==> config.mk <==
export PLATFORM = sky130hd
export DESIGN_NAME = capacitive_touch_key_detector
export DESIGN_NICKNAME = d
export VERILOG_FILES = /design/src/rtl/ctkd_pkg.sv /design/src/rtl/ctkd_calib.sv /design/src/rtl/capacitive_touch_key_detector.sv
export VERILOG_INCLUDE_DIRS = /design/src /design/src/rtl
export SDC_FILE = /design/constraint.sdc
export NUM_CORES = 1
export LEC_CHECK = 0
export BUFFER_PORTS_ARGS = -buffer_cell sky130_fd_sc_hd__buf_2
export CELL_PAD_IN_SITES_DETAIL_PLACEMENT = 1
export CELL_PAD_IN_SITES_GLOBAL_PLACEMENT = 2
export CORE_MARGIN = 10
export CORE_UTILIZATION = 40
export DETAILED_ROUTE_END_ITERATION = 7
export PLACE_DENSITY = 0.93
export SLEW_MARGIN = 25
export SYNTH_ARGS = -nofsm -noshare
export SYNTH_HDL_FRONTEND = slang
export SYNTH_SLANG_ARGS = --single-unit
==> constraint.sdc <==
create_clock -name clk -period 14.5 [get_ports clk]
set_input_delay 0.725 -clock clk [delete_from_list [all_inputs] [get_ports clk]]
set_output_delay 0.725 -clock clk [all_outputs]
set_load 0.02 [all_outputs]
==> src/rtl/capacitive_touch_key_detector_macros.svh <==
// Assertion macros shared by the capacitive touch key detector RTL.
// Each macro expects signals named clk and rst_n in the using module.
`ifndef CAPACITIVE_TOUCH_KEY_DETECTOR_MACROS_SVH
`define CAPACITIVE_TOUCH_KEY_DETECTOR_MACROS_SVH

// Same-cycle implication, disabled while reset is asserted.
`define CTKD_ASSERT_IMP(label, ante, cons) \
  label: assert property (@(posedge clk) disable iff (!rst_n) (ante) |-> (cons)) \
    else $error("capacitive_touch_key_detector: assertion failed");

// Next-cycle implication, disabled while reset is asserted.
`define CTKD_ASSERT_NEXT(label, ante, cons) \
  label: assert property (@(posedge clk) disable iff (!rst_n) (ante) |=> (cons)) \
    else $error("capacitive_touch_key_detector: assertion failed");

`endif

==> src/rtl/ctkd_pkg.sv <==
// Shared types and constants for the capacitive touch key detector.
// No dependencies.
package ctkd_pkg;

  localparam int SAMPLE_W  = 16;
  localparam int MINV_W    = 3;
  localparam int CFG_IDX_W = 2;
  localparam int LO_W      = 17;
  localparam int HI_W      = 20;

  localparam logic [SAMPLE_W-1:0] CAPTURE_LOW_RST  = 16'd50;
  localparam logic [SAMPLE_W-1:0] CAPTURE_HIGH_RST = 16'd2500;
  localparam logic [MINV_W-1:0]   MIN_VALID_RST    = 3'd2;

  // Reciprocal of 3 for an exact floor division of an 18-bit value.
  localparam logic [18:0] LO_MULT  = 19'd349526;
  localparam int          LO_SHIFT = 20;

  localparam logic KIND_CALIB = 1'b0;
  localparam logic KIND_SCAN  = 1'b1;

  typedef enum logic [CFG_IDX_W-1:0] {
    CFG_CAPTURE_LOW  = 2'd0,
    CFG_CAPTURE_HIGH = 2'd1,
    CFG_MIN_VALID    = 2'd2
  } ctkd_cfg_idx_t;

  typedef struct packed {
    logic calibrating;
    logic pending;
    logic done;
  } ctkd_cal_stat_t;

endpackage

==> src/rtl/ctkd_calib.sv <==
// Baseline calibration: running sum, two smallest samples, division and press window.
// Depends on ctkd_pkg.
module ctkd_calib #(
  parameter int CALIB_SAMPLES = 10
) (
  input  logic                           clk,
  input  logic                           rst_n,
  input  logic                           take,
  input  logic [ctkd_pkg::SAMPLE_W-1:0]  sample,
  input  logic                           emit_ack,
  output ctkd_pkg::ctkd_cal_stat_t       stat,
  output logic [ctkd_pkg::SAMPLE_W-1:0]  baseline,
  output logic [ctkd_pkg::LO_W-1:0]      lo,
  output logic [ctkd_pkg::HI_W-1:0]      hi
);
  import ctkd_pkg::*;

  localparam int CNT_W  = $clog2(CALIB_SAMPLES);
  localparam int SUM_W  = SAMPLE_W + $clog2(CALIB_SAMPLES);
  localparam int DIV    = CALIB_SAMPLES - 2;
  localparam int DIV_SH = SUM_W + 4;
  localparam int MULT_W = DIV_SH + 1;
  localparam logic [63:0] DIV_MULT_L = ((64'd1 << DIV_SH) + DIV - 1) / DIV;
  localparam logic [MULT_W-1:0] DIV_MULT = DIV_MULT_L[MULT_W-1:0];
  localparam int PROD_W = SUM_W + MULT_W;

  typedef enum logic [2:0] {
    ST_CAL, ST_KEPT, ST_DIV, ST_THR, ST_EMIT, ST_SCAN
  } cal_state_t;

  cal_state_t          state_r;
  logic [CNT_W-1:0]    cnt_r;
  logic [SUM_W-1:0]    sum_r;
  logic [SAMPLE_W-1:0] small1_r;
  logic [SAMPLE_W-1:0] small2_r;
  logic [SUM_W-1:0]    kept_r;
  logic [SAMPLE_W-1:0] baseline_r;
  logic [LO_W-1:0]     lo_r;
  logic [HI_W-1:0]     hi_r;
  logic [PROD_W-1:0]   div_prod;
  logic [36:0]         lo_prod;

  assign div_prod = {{MULT_W{1'b0}}, kept_r} * {{SUM_W{1'b0}}, DIV_MULT};
  assign lo_prod  = {19'd0, baseline_r, 2'b00} * {18'd0, LO_MULT};

  always_ff @(posedge clk) begin
    if (!rst_n) begin
      state_r    <= ST_CAL;
      cnt_r      <= '0;
      sum_r      <= '0;
      small1_r   <= '1;
      small2_r   <= '1;
      kept_r     <= '0;
      baseline_r <= '0;
      lo_r       <= '0;
      hi_r       <= '0;
    end else begin
      case (state_r)
        ST_CAL: begin
          if (take) begin
            sum_r <= sum_r + SUM_W'(sample);
            if (sample < small1_r) begin
              small2_r <= small1_r;
              small1_r <= sample;
            end else if (sample < small2_r) begin
              small2_r <= sample;
            end
            if (cnt_r == CNT_W'(CALIB_SAMPLES - 1)) begin
              cnt_r   <= '0;
              state_r <= ST_KEPT;
            end else begin
              cnt_r <= cnt_r + 1'b1;
            end
          end
        end
        ST_KEPT: begin
          kept_r  <= sum_r - SUM_W'(small1_r) - SUM_W'(small2_r);
          state_r <= ST_DIV;
        end
        ST_DIV: begin
          baseline_r <= div_prod[DIV_SH +: SAMPLE_W];
          state_r    <= ST_THR;
        end
        ST_THR: begin
          lo_r    <= lo_prod[LO_SHIFT +: LO_W];
          hi_r    <= {1'b0, baseline_r, 3'b000} + {3'b000, baseline_r, 1'b0};
          state_r <= ST_EMIT;
        end
        ST_EMIT: begin
          if (emit_ack) begin
            state_r <= ST_SCAN;
          end
        end
        ST_SCAN: begin
          state_r <= ST_SCAN;
        end
        default: begin
          state_r <= ST_CAL;
        end
      endcase
    end
  end

  assign stat.calibrating = (state_r == ST_CAL);
  assign stat.pending     = (state_r == ST_EMIT);
  assign stat.done        = (state_r == ST_SCAN);
  assign baseline         = baseline_r;
  assign lo               = lo_r;
  assign hi               = hi_r;

endmodule

==> src/rtl/capacitive_touch_key_detector.sv <==
// Top level of the capacitive touch key detector: configuration, scan groups, result register.
// Depends on ctkd_pkg, ctkd_calib and capacitive_touch_key_detector_macros.svh.
//
// Usage: charge-time captures enter on the in_ channel (valid/ready), one per transaction.
// The first CALIB_SAMPLES transactions calibrate the baseline; the baseline is the mean of
// all but the two smallest of them. After the last calibration sample the calibrator steps
// through ST_KEPT, ST_DIV and ST_THR to ST_EMIT, where one kind 0 transaction carries the
// baseline on the out_ channel. Until it is loaded, in_ready is low. From then on every
// SCAN_SAMPLES inputs give one kind 1 transaction with the qualified group maximum and the
// press flag. A scan result is registered in the cycle its last sample is accepted, so it
// appears in the following cycle; one sample is accepted per cycle while in_ready is high.
// The result register is free again in the cycle out_ready takes it, so a stalled receiver
// holds back only the sample that closes a group. Configuration writes through cfg_we,
// cfg_index and cfg_wdata take effect at once; the user must make them only while the
// block is idle, which the block does not enforce. Synchronous reset restores the register
// defaults and restarts calibration.
`include "capacitive_touch_key_detector_macros.svh"

module capacitive_touch_key_detector #(
  parameter int CALIB_SAMPLES = 10,
  parameter int SCAN_SAMPLES  = 4
) (
  input  logic                            clk,
  input  logic                            rst_n,
  input  logic                            in_valid,
  output logic                            in_ready,
  input  logic [ctkd_pkg::SAMPLE_W-1:0]   in_sample,
  output logic                            out_valid,
  input  logic                            out_ready,
  output logic                            out_kind,
  output logic [ctkd_pkg::SAMPLE_W-1:0]   out_level,
  output logic                            out_pressed,
  input  logic                            cfg_we,
  input  logic [ctkd_pkg::CFG_IDX_W-1:0]  cfg_index,
  input  logic [ctkd_pkg::SAMPLE_W-1:0]   cfg_wdata
);
  import ctkd_pkg::*;

  localparam int GC_W = (SCAN_SAMPLES > 1) ? $clog2(SCAN_SAMPLES) : 1;
  localparam int VC_W = $clog2(SCAN_SAMPLES + 1);

  ctkd_cal_stat_t      stat;
  logic [SAMPLE_W-1:0] baseline;
  logic [LO_W-1:0]     lo;
  logic [HI_W-1:0]     hi;

  logic [SAMPLE_W-1:0] cap_low_r;
  logic [SAMPLE_W-1:0] cap_high_r;
  logic [MINV_W-1:0]   min_valid_r;
  logic [GC_W-1:0]     grp_cnt_r;
  logic [SAMPLE_W-1:0] grp_max_r;
  logic [VC_W-1:0]     vld_cnt_r;
  logic                out_valid_r;
  logic                out_kind_r;
  logic [SAMPLE_W-1:0] out_level_r;
  logic                out_pressed_r;

  logic                grp_last;
  logic                out_free;
  logic                in_ready_w;
  logic                take;
  logic                cal_take;
  logic                scan_take;
  logic                emit_ack;
  logic                in_win;
  logic [SAMPLE_W-1:0] max_nxt;
  logic [VC_W-1:0]     vc_nxt;
  logic                qual;
  logic [SAMPLE_W-1:0] level_nxt;
  logic                pressed_nxt;

  ctkd_calib #(
    .CALIB_SAMPLES(CALIB_SAMPLES)
  ) u_calib (
    .clk      (clk),
    .rst_n    (rst_n),
    .take     (cal_take),
    .sample   (in_sample),
    .emit_ack (emit_ack),
    .stat     (stat),
    .baseline (baseline),
    .lo       (lo),
    .hi       (hi)
  );

  always_comb begin
    grp_last    = (grp_cnt_r == GC_W'(SCAN_SAMPLES - 1));
    out_free    = !out_valid_r || out_ready;
    in_ready_w  = stat.calibrating || (stat.done && (!grp_last || out_free));
    take        = in_valid && in_ready_w;
    cal_take    = take && stat.calibrating;
    scan_take   = take && stat.done;
    emit_ack    = stat.pending && out_free;
    in_win      = (in_sample >= cap_low_r) && (in_sample <= cap_high_r);
    max_nxt     = (in_sample > grp_max_r) ? in_sample : grp_max_r;
    vc_nxt      = vld_cnt_r + VC_W'(in_win);
    qual        = (4'(vc_nxt) >= 4'(min_valid_r));
    level_nxt   = qual ? max_nxt : '0;
    pressed_nxt = ({1'b0, level_nxt} > lo) && ({4'b0000, level_nxt} < hi);
  end

  always_ff @(posedge clk) begin
    if (!rst_n) begin
      cap_low_r   <= CAPTURE_LOW_RST;
      cap_high_r  <= CAPTURE_HIGH_RST;
      min_valid_r <= MIN_VALID_RST;
    end else if (cfg_we) begin
      case (ctkd_cfg_idx_t'(cfg_index))
        CFG_CAPTURE_LOW:  cap_low_r   <= cfg_wdata;
        CFG_CAPTURE_HIGH: cap_high_r  <= cfg_wdata;
        CFG_MIN_VALID:    min_valid_r <= cfg_wdata[MINV_W-1:0];
        default: begin
        end
      endcase
    end
  end

  always_ff @(posedge clk) begin
    if (!rst_n) begin
      grp_cnt_r <= '0;
      grp_max_r <= '0;
      vld_cnt_r <= '0;
    end else if (scan_take) begin
      if (grp_last) begin
        grp_cnt_r <= '0;
        grp_max_r <= '0;
        vld_cnt_r <= '0;
      end else begin
        grp_cnt_r <= grp_cnt_r + 1'b1;
        grp_max_r <= max_nxt;
        vld_cnt_r <= vc_nxt;
      end
    end
  end

  always_ff @(posedge clk) begin
    if (!rst_n) begin
      out_valid_r <= 1'b0;
    end else if (emit_ack || (scan_take && grp_last)) begin
      out_valid_r <= 1'b1;
    end else if (out_ready) begin
      out_valid_r <= 1'b0;
    end
  end

  always_ff @(posedge clk) begin
    if (emit_ack) begin
      out_kind_r    <= KIND_CALIB;
      out_level_r   <= baseline;
      out_pressed_r <= 1'b0;
    end else if (scan_take && grp_last) begin
      out_kind_r    <= KIND_SCAN;
      out_level_r   <= level_nxt;
      out_pressed_r <= pressed_nxt;
    end
  end

  assign in_ready    = in_ready_w;
  assign out_valid   = out_valid_r;
  assign out_kind    = out_kind_r;
  assign out_level   = out_level_r;
  assign out_pressed = out_pressed_r;

  `CTKD_ASSERT_IMP(a_ready_mode, in_ready, stat.calibrating || stat.done)
  `CTKD_ASSERT_NEXT(a_emit_loads, emit_ack, out_valid && (out_kind == KIND_CALIB))
  `CTKD_ASSERT_IMP(a_scan_after_cal, out_valid && (out_kind == KIND_SCAN), stat.done)
  `CTKD_ASSERT_IMP(a_grp_range, 1'b1, grp_cnt_r <= GC_W'(SCAN_SAMPLES - 1))

endmodule
# Yosys cells after proc, flatten, opt, wreduce, memory -nomap -nowiden
# Cells that the tools add are included.
# Widths: inputs -> output; s select.
[word_totals]
reg_bits = 206
inputBits = 39
[classes]
n_addsub = 7
n_mul = 1
order_cmp = 8
n_eq_ne = 12
muxes = 16
reduce_logical = 26
[ops]
columns = ["operator", "count"]
rows = [
  ["$mux 16", 7],
  ["$sub 19x16->19", 2],
  ["$mul 16x18->34 const B", 1],
  ["$lt 16x16->1", 2],
  ["$add 19x17->20", 1],
  ["$add 20x16->20", 1],
  ["$lt 16x20->1", 1],
  ["$pmux 3 s6", 1],
  ["$gt 16x17->1", 1],
  ["$ge 16x16->1", 1],
  ["$gt 16x16->1", 1],
  ["$le 16x16->1", 1],
  ["$mux 3", 4],
  ["$reduce_and 3->1", 3],
  ["$logic_and 1x1->1", 8],
  ["$reduce_and 2->1", 4],
  ["$eq 3x2->1 const B", 2],
  ["$eq 3x3->1 const B", 2],
  ["$ne 2x1->1 const B", 3],
  ["$reduce_bool 2->1", 3],
  ["$add 4x1->4 const B", 1],
  ["$eq 2x2->1 const B", 2],
  ["$eq 4x4->1 const B", 1],
  ["$logic_or 1x1->1", 4],
  ["other kinds (11)", 13],
]

# Logic depth before layout (Yosys ltp)
[depth]
word_depth = 10
ltp_mapped = 27
ltp_nobuf = 26

# Modules after synthesis
# Synthesis repeated with hierarchy kept, for this count alone.
[unflattened]
cells_unflattened = 1979
hier_area_um2 = 17115.2
[modules_own_cells]
columns = ["mod", "instances", "cells_each", "area_each_um2"]
rows = [
  ["ctkd_calib", 1, 1353, 11855.1],
  ["capacitive_touch_key_detector", 1, 626, 5260.0],
]

# Least setup slack after synthesis
# Ideal clock, no wire load.
[synth_path]
path_kind = "register -> register"
from = "register u_calib.baseline_r[12], in the netlist u_calib.baseline[12]"
to = "register u_calib.lo_r[9], in the netlist u_calib.lo[9]"
arrival_ns = 5.376
t_required_ns = 14.382
path_slack_ns = 9.006
path_stages_with_launch = 18
path_buffers = 0
period_less_slack_ns = 5.494
path_cell_list = "dfxtp_1 -> ha_1 -> fa_1 -> fa_1 -> inv_1 -> fa_1 -> inv_1 -> fa_1 -> fa_1 -> ha_1 -> or3_4 -> a221oi_2 -> o21bai_2 -> or3_4 -> a21o_1 -> a21oi_2 -> xor2_1 -> o21ai_1"
[synth_via]
elab_chain_len = 1
[synth_rtl]
columns = ["element", "line_no", "text"]
rows = [
  ["from (decl)", "ctkd_calib.sv:37", "logic [SAMPLE_W-1:0] baseline_r;"],
  ["from (signal assigned)", "ctkd_calib.sv:81", "baseline_r <= div_prod[DIV_SH +: SAMPLE_W];"],
  ["$mul 16x18->34", "ctkd_calib.sv:44", "assign lo_prod = {19'd0, baseline_r, 2'b00} * {18'd0, LO_MULT};"],
  ["to (signal assigned)", "ctkd_calib.sv:85", "lo_r <= lo_prod[LO_SHIFT +: LO_W];"],
  ["to (decl)", "ctkd_calib.sv:38", "logic [LO_W-1:0] lo_r;"],
]
# No other way between the ends.
# A chain may end at the register's enable or synchronous reset.

# Worst setup path after layout
[layout_path]
from = "register u_calib.baseline_r[12], in the netlist u_calib.baseline[12]"
to = "register u_calib.lo_r[16], in the netlist u_calib.lo[16]"
# The elaborated chain is that of the path after synthesis.

==> metrics <==
Largest stage delay, worst path 0.71 ns; Pleak 8.82 nW; Critical Path Source Type flip-flop; fin. max-slew vios 0; initial core utilization 0.407; Core ar. 41000 µm²; Synth Instances 1916; Pwr Total 1.55 mW; hold_buf cts 0; drt first pass iters 5; Hold Vio Cnt, Final 0; min Tclk post-route 5.99 ns; Num CTS Buffers 24; worst-margin pin slew 0.958 ns; DP HPWL 39700 µm; Top delay family on crit path adder cells; Max Fclk 167 MHz; post-cts sizing count 0; fill cell count 4822; Crit Path Max Fanout 7; share of layout cells above drive strength 1 0.0819; Sw Share 0.297; Hold WC Path Type input pin to flip-flop; largest net degree at the start of global routing 68; Vias 13.8k; H-tree depth 1; Global Route Usage Sum 0.201; Cell Pwr Density 84.7 nW/µm²; ANT nets after route 0; area growth from synthesis to layout 9.83%; Switch Pwr 0.461 mW; first-pass GRT wire length 81500 µm; clk_lat worst skew 0.55 ns; IO Port Bufs 58; DR WL/cell 20.3 µm; dpl cell area 17500 µm²; Post-Syn Area 16700 µm²; die area 50300 µm²; Placement Rows 74; Setup crit end kind flip-flop; vias per cell 5.54; GPL Wtd Cong 0.886; diodes inserted 0; Tcrit/Tclk final 0.413; DRC Markers 0; Netlist cell types 78; CTS Sinks 201; CP Class flip-flop to flip-flop; post-synthesis sequential area ratio 0.251; die height 224 µm; Combinational Power Share 0.201; data arrival time of the worst path 6.46 ns; Syn Area/Cell 8.71 µm²; 1st-iter DRT viols 730; design area 18300 µm²; RSZ-0062 raised after global routing no; Final nets 2347; CTS tree built; Finish-stage setup viols 0; Clk network pwr share 0.415; P_int 1.09 mW; vias in the first global route 15.0k; setup bufs post-CTS 0; crit-path cells ha_1 -> fa_1 -> fa_1 -> inv_1 -> fa_1 -> inv_1 -> fa_1 -> fa_1 -> ha_1 -> nand4_1 -> nor4_1 -> and3_1 -> nor4_4 -> o31ai_2 -> a21oi_2 -> xnor2_1 -> a211oi_2; grt ovf 0; setup TNS 0 ns; Post-synth EDFFs 16; status complete, no violations; CTS root buffer clkbuf_16; net count after synthesis 2316; Worst EP required 14.97 ns; Worst-path clk slew 0.06 ns; Die Wd 224 µm; Crit path top cell by count fa_1; Routed Wire Length 50800 µm; Synth Flop Type dfxtp_1; #FFs+latches synth 201; CP max stage cell fa_1; Top-Level Pins 59; Setup Skew 0.0234 ns; Seq pwr share 0.384; max-cap violation count 0; Ys Warns 0; initial antenna violation count 0; clk buf depth 3; asr flop ratio synth 0; maximum VDD drop 0.0502 mV; Slew Limit Headroom 0.361; Buf/Inv on CP 2
==> state kept, by name, summed over array words and instances, names as in the netlist <==
name / cells
out_level: 16
u_calib.baseline: 16
u_calib.lo: 17
u_calib.kept_r: 16
out_pressed: 1
u_calib.cnt_r: 4
min_valid_r: 3
cap_low_r: 16
vld_cnt_r: 3
out_kind: 1
out_valid: 1
u_calib.small2_r: 16
u_calib.state_r: 3
u_calib.hi: 19
grp_cnt_r: 2
cap_high_r: 16
u_calib.small1_r: 16
grp_max_r: 16
u_calib.sum_r: 19
==> placed cells by master (no fill, tap or decap), types with 40 or more instances in the layout <==
cell / instances
nand2_1: 269
ha_1: 269
inv_1: 239
dfxtp_1: 185
a21oi_1: 154
nor2_1: 103
fa_1: 92
buf_2: 58
o21ai_0: 50
a21o_1: 40
==> synthesized netlist by cell type (10+ instances only) <==
cell / number / area share
mux2_2: 14 / 0.0095
nand2b_1: 13 / 0.0049
or3_1: 13 / 0.0049
nor2_1: 104 / 0.023
nor2b_1: 12 / 0.0045
a211oi_1: 20 / 0.0090
mux2i_1: 37 / 0.022
edfxtp_1: 16 / 0.029
o211ai_1: 33 / 0.015
a21oi_1: 155 / 0.047
inv_1: 240 / 0.054
a22oi_1: 16 / 0.0072
fa_1: 92 / 0.11
o31ai_1: 20 / 0.0090
ha_1: 269 / 0.20
clkbuf_1: 48 / 0.011
a21o_1: 40 / 0.018
nand4_1: 20 / 0.0075
xor2_1: 18 / 0.0095
nand2_1: 269 / 0.061
nand3_1: 37 / 0.011
dfxtp_1: 185 / 0.22
o21ai_1: 10 / 0.0030
nor3_1: 20 / 0.0060
o21a_1: 12 / 0.0054
xnor2_1: 33 / 0.017
o21ai_0: 50 / 0.015
==> routing by layer <==
| layer | up-vias | wire, µm | track usage |
|---|---|---|---|
| met3 | 78 | 2000 | 0.0307 |
| li1 | 6638 | - | - |
| met5 | - | 104 | 0.0156 |
| met1 | 6882 | 23600 | 0.263 |
| met4 | 2 | 1240 | 0.0500 |
| met2 | 223 | 23800 | 0.338 |
==> metrics by stage <==
stage | std cells | util | hold WS (ns) | setup slack [ns]
floorplan | 1916 | - | 0.427 | 9.01
global placement | 2452 | 0.426 | 0.439 | 8.70
detailed placement | 2453 | 0.426 | 0.445 | 8.54
CTS | 2497 | 0.447 | 0.411 | 8.50
global route | 2497 | 0.447 | 0.421 | 8.24
finish | 2497 | 0.447 | 0.419 | 8.51
==> power groups by stage <==
stage	Sequential (mW)	Combinational, mW	Clock [mW]
6_report	0.596	0.312	0.644
3_5_place_dp	0.608	0.310	0
5_1_grt	0.598	0.351	0.678
3_3_place_gp	0.606	0.295	0
2_1_floorplan	0.602	0.227	0
4_1_cts	0.596	0.314	0.655
==> kinds of logic (layout without fill, tap and decap cells) <==
family	count (synthesis)	in the layout	share of synthesized area
AND/OR/NAND/NOR	532	532	0.143
AO/OA/AOI/OAI	416	416	0.165
multiplexers	51	51	0.0317
XOR/XNOR	51	51	0.0268
flip-flops	201	201	0.251
buffers and inverters	304	353	0.0706
adder cells (fa/ha/maj)	361	361	0.312
==> worst min-delay path, cell delays in order <==
cell and delay, ns:
buf_2 0.09, nand2_1 0.04, o211ai_1 0.07
==> worst paths after layout <==
path / startpoint / endpoint / slack (ns) / depth (start not counted)
setup / recovery: u_calib.baseline[12] / u_calib.lo[16] / 8.51 / 17
hold reg to reg: u_calib.hi[19] / u_calib.hi[19] / 0.45 / 2
setup reg to reg: u_calib.baseline[12] / u_calib.lo[16] / 8.51 / 17
hold / removal: cfg_wdata[11] / cap_high_r[11] / 0.42 / 3
==> area by class of cell <==
| class | instances | area (µm²) | share of cell area |
|---|---|---|---|
| multi-input combinational | 1411 | 11400 | 0.620 |
| sequential | 201 | 4180 | 0.228 |
| inverter | 240 | 903 | 0.0493 |
| clock buffer | 33 | 684 | 0.0374 |
| tap | 532 | 666 | 0.0363 |
| timing repair buffer | 69 | 380 | 0.0208 |
| clock inverter | 11 | 145 | 0.00792 |
Note: power is estimated with default switching activity, not from simulation.
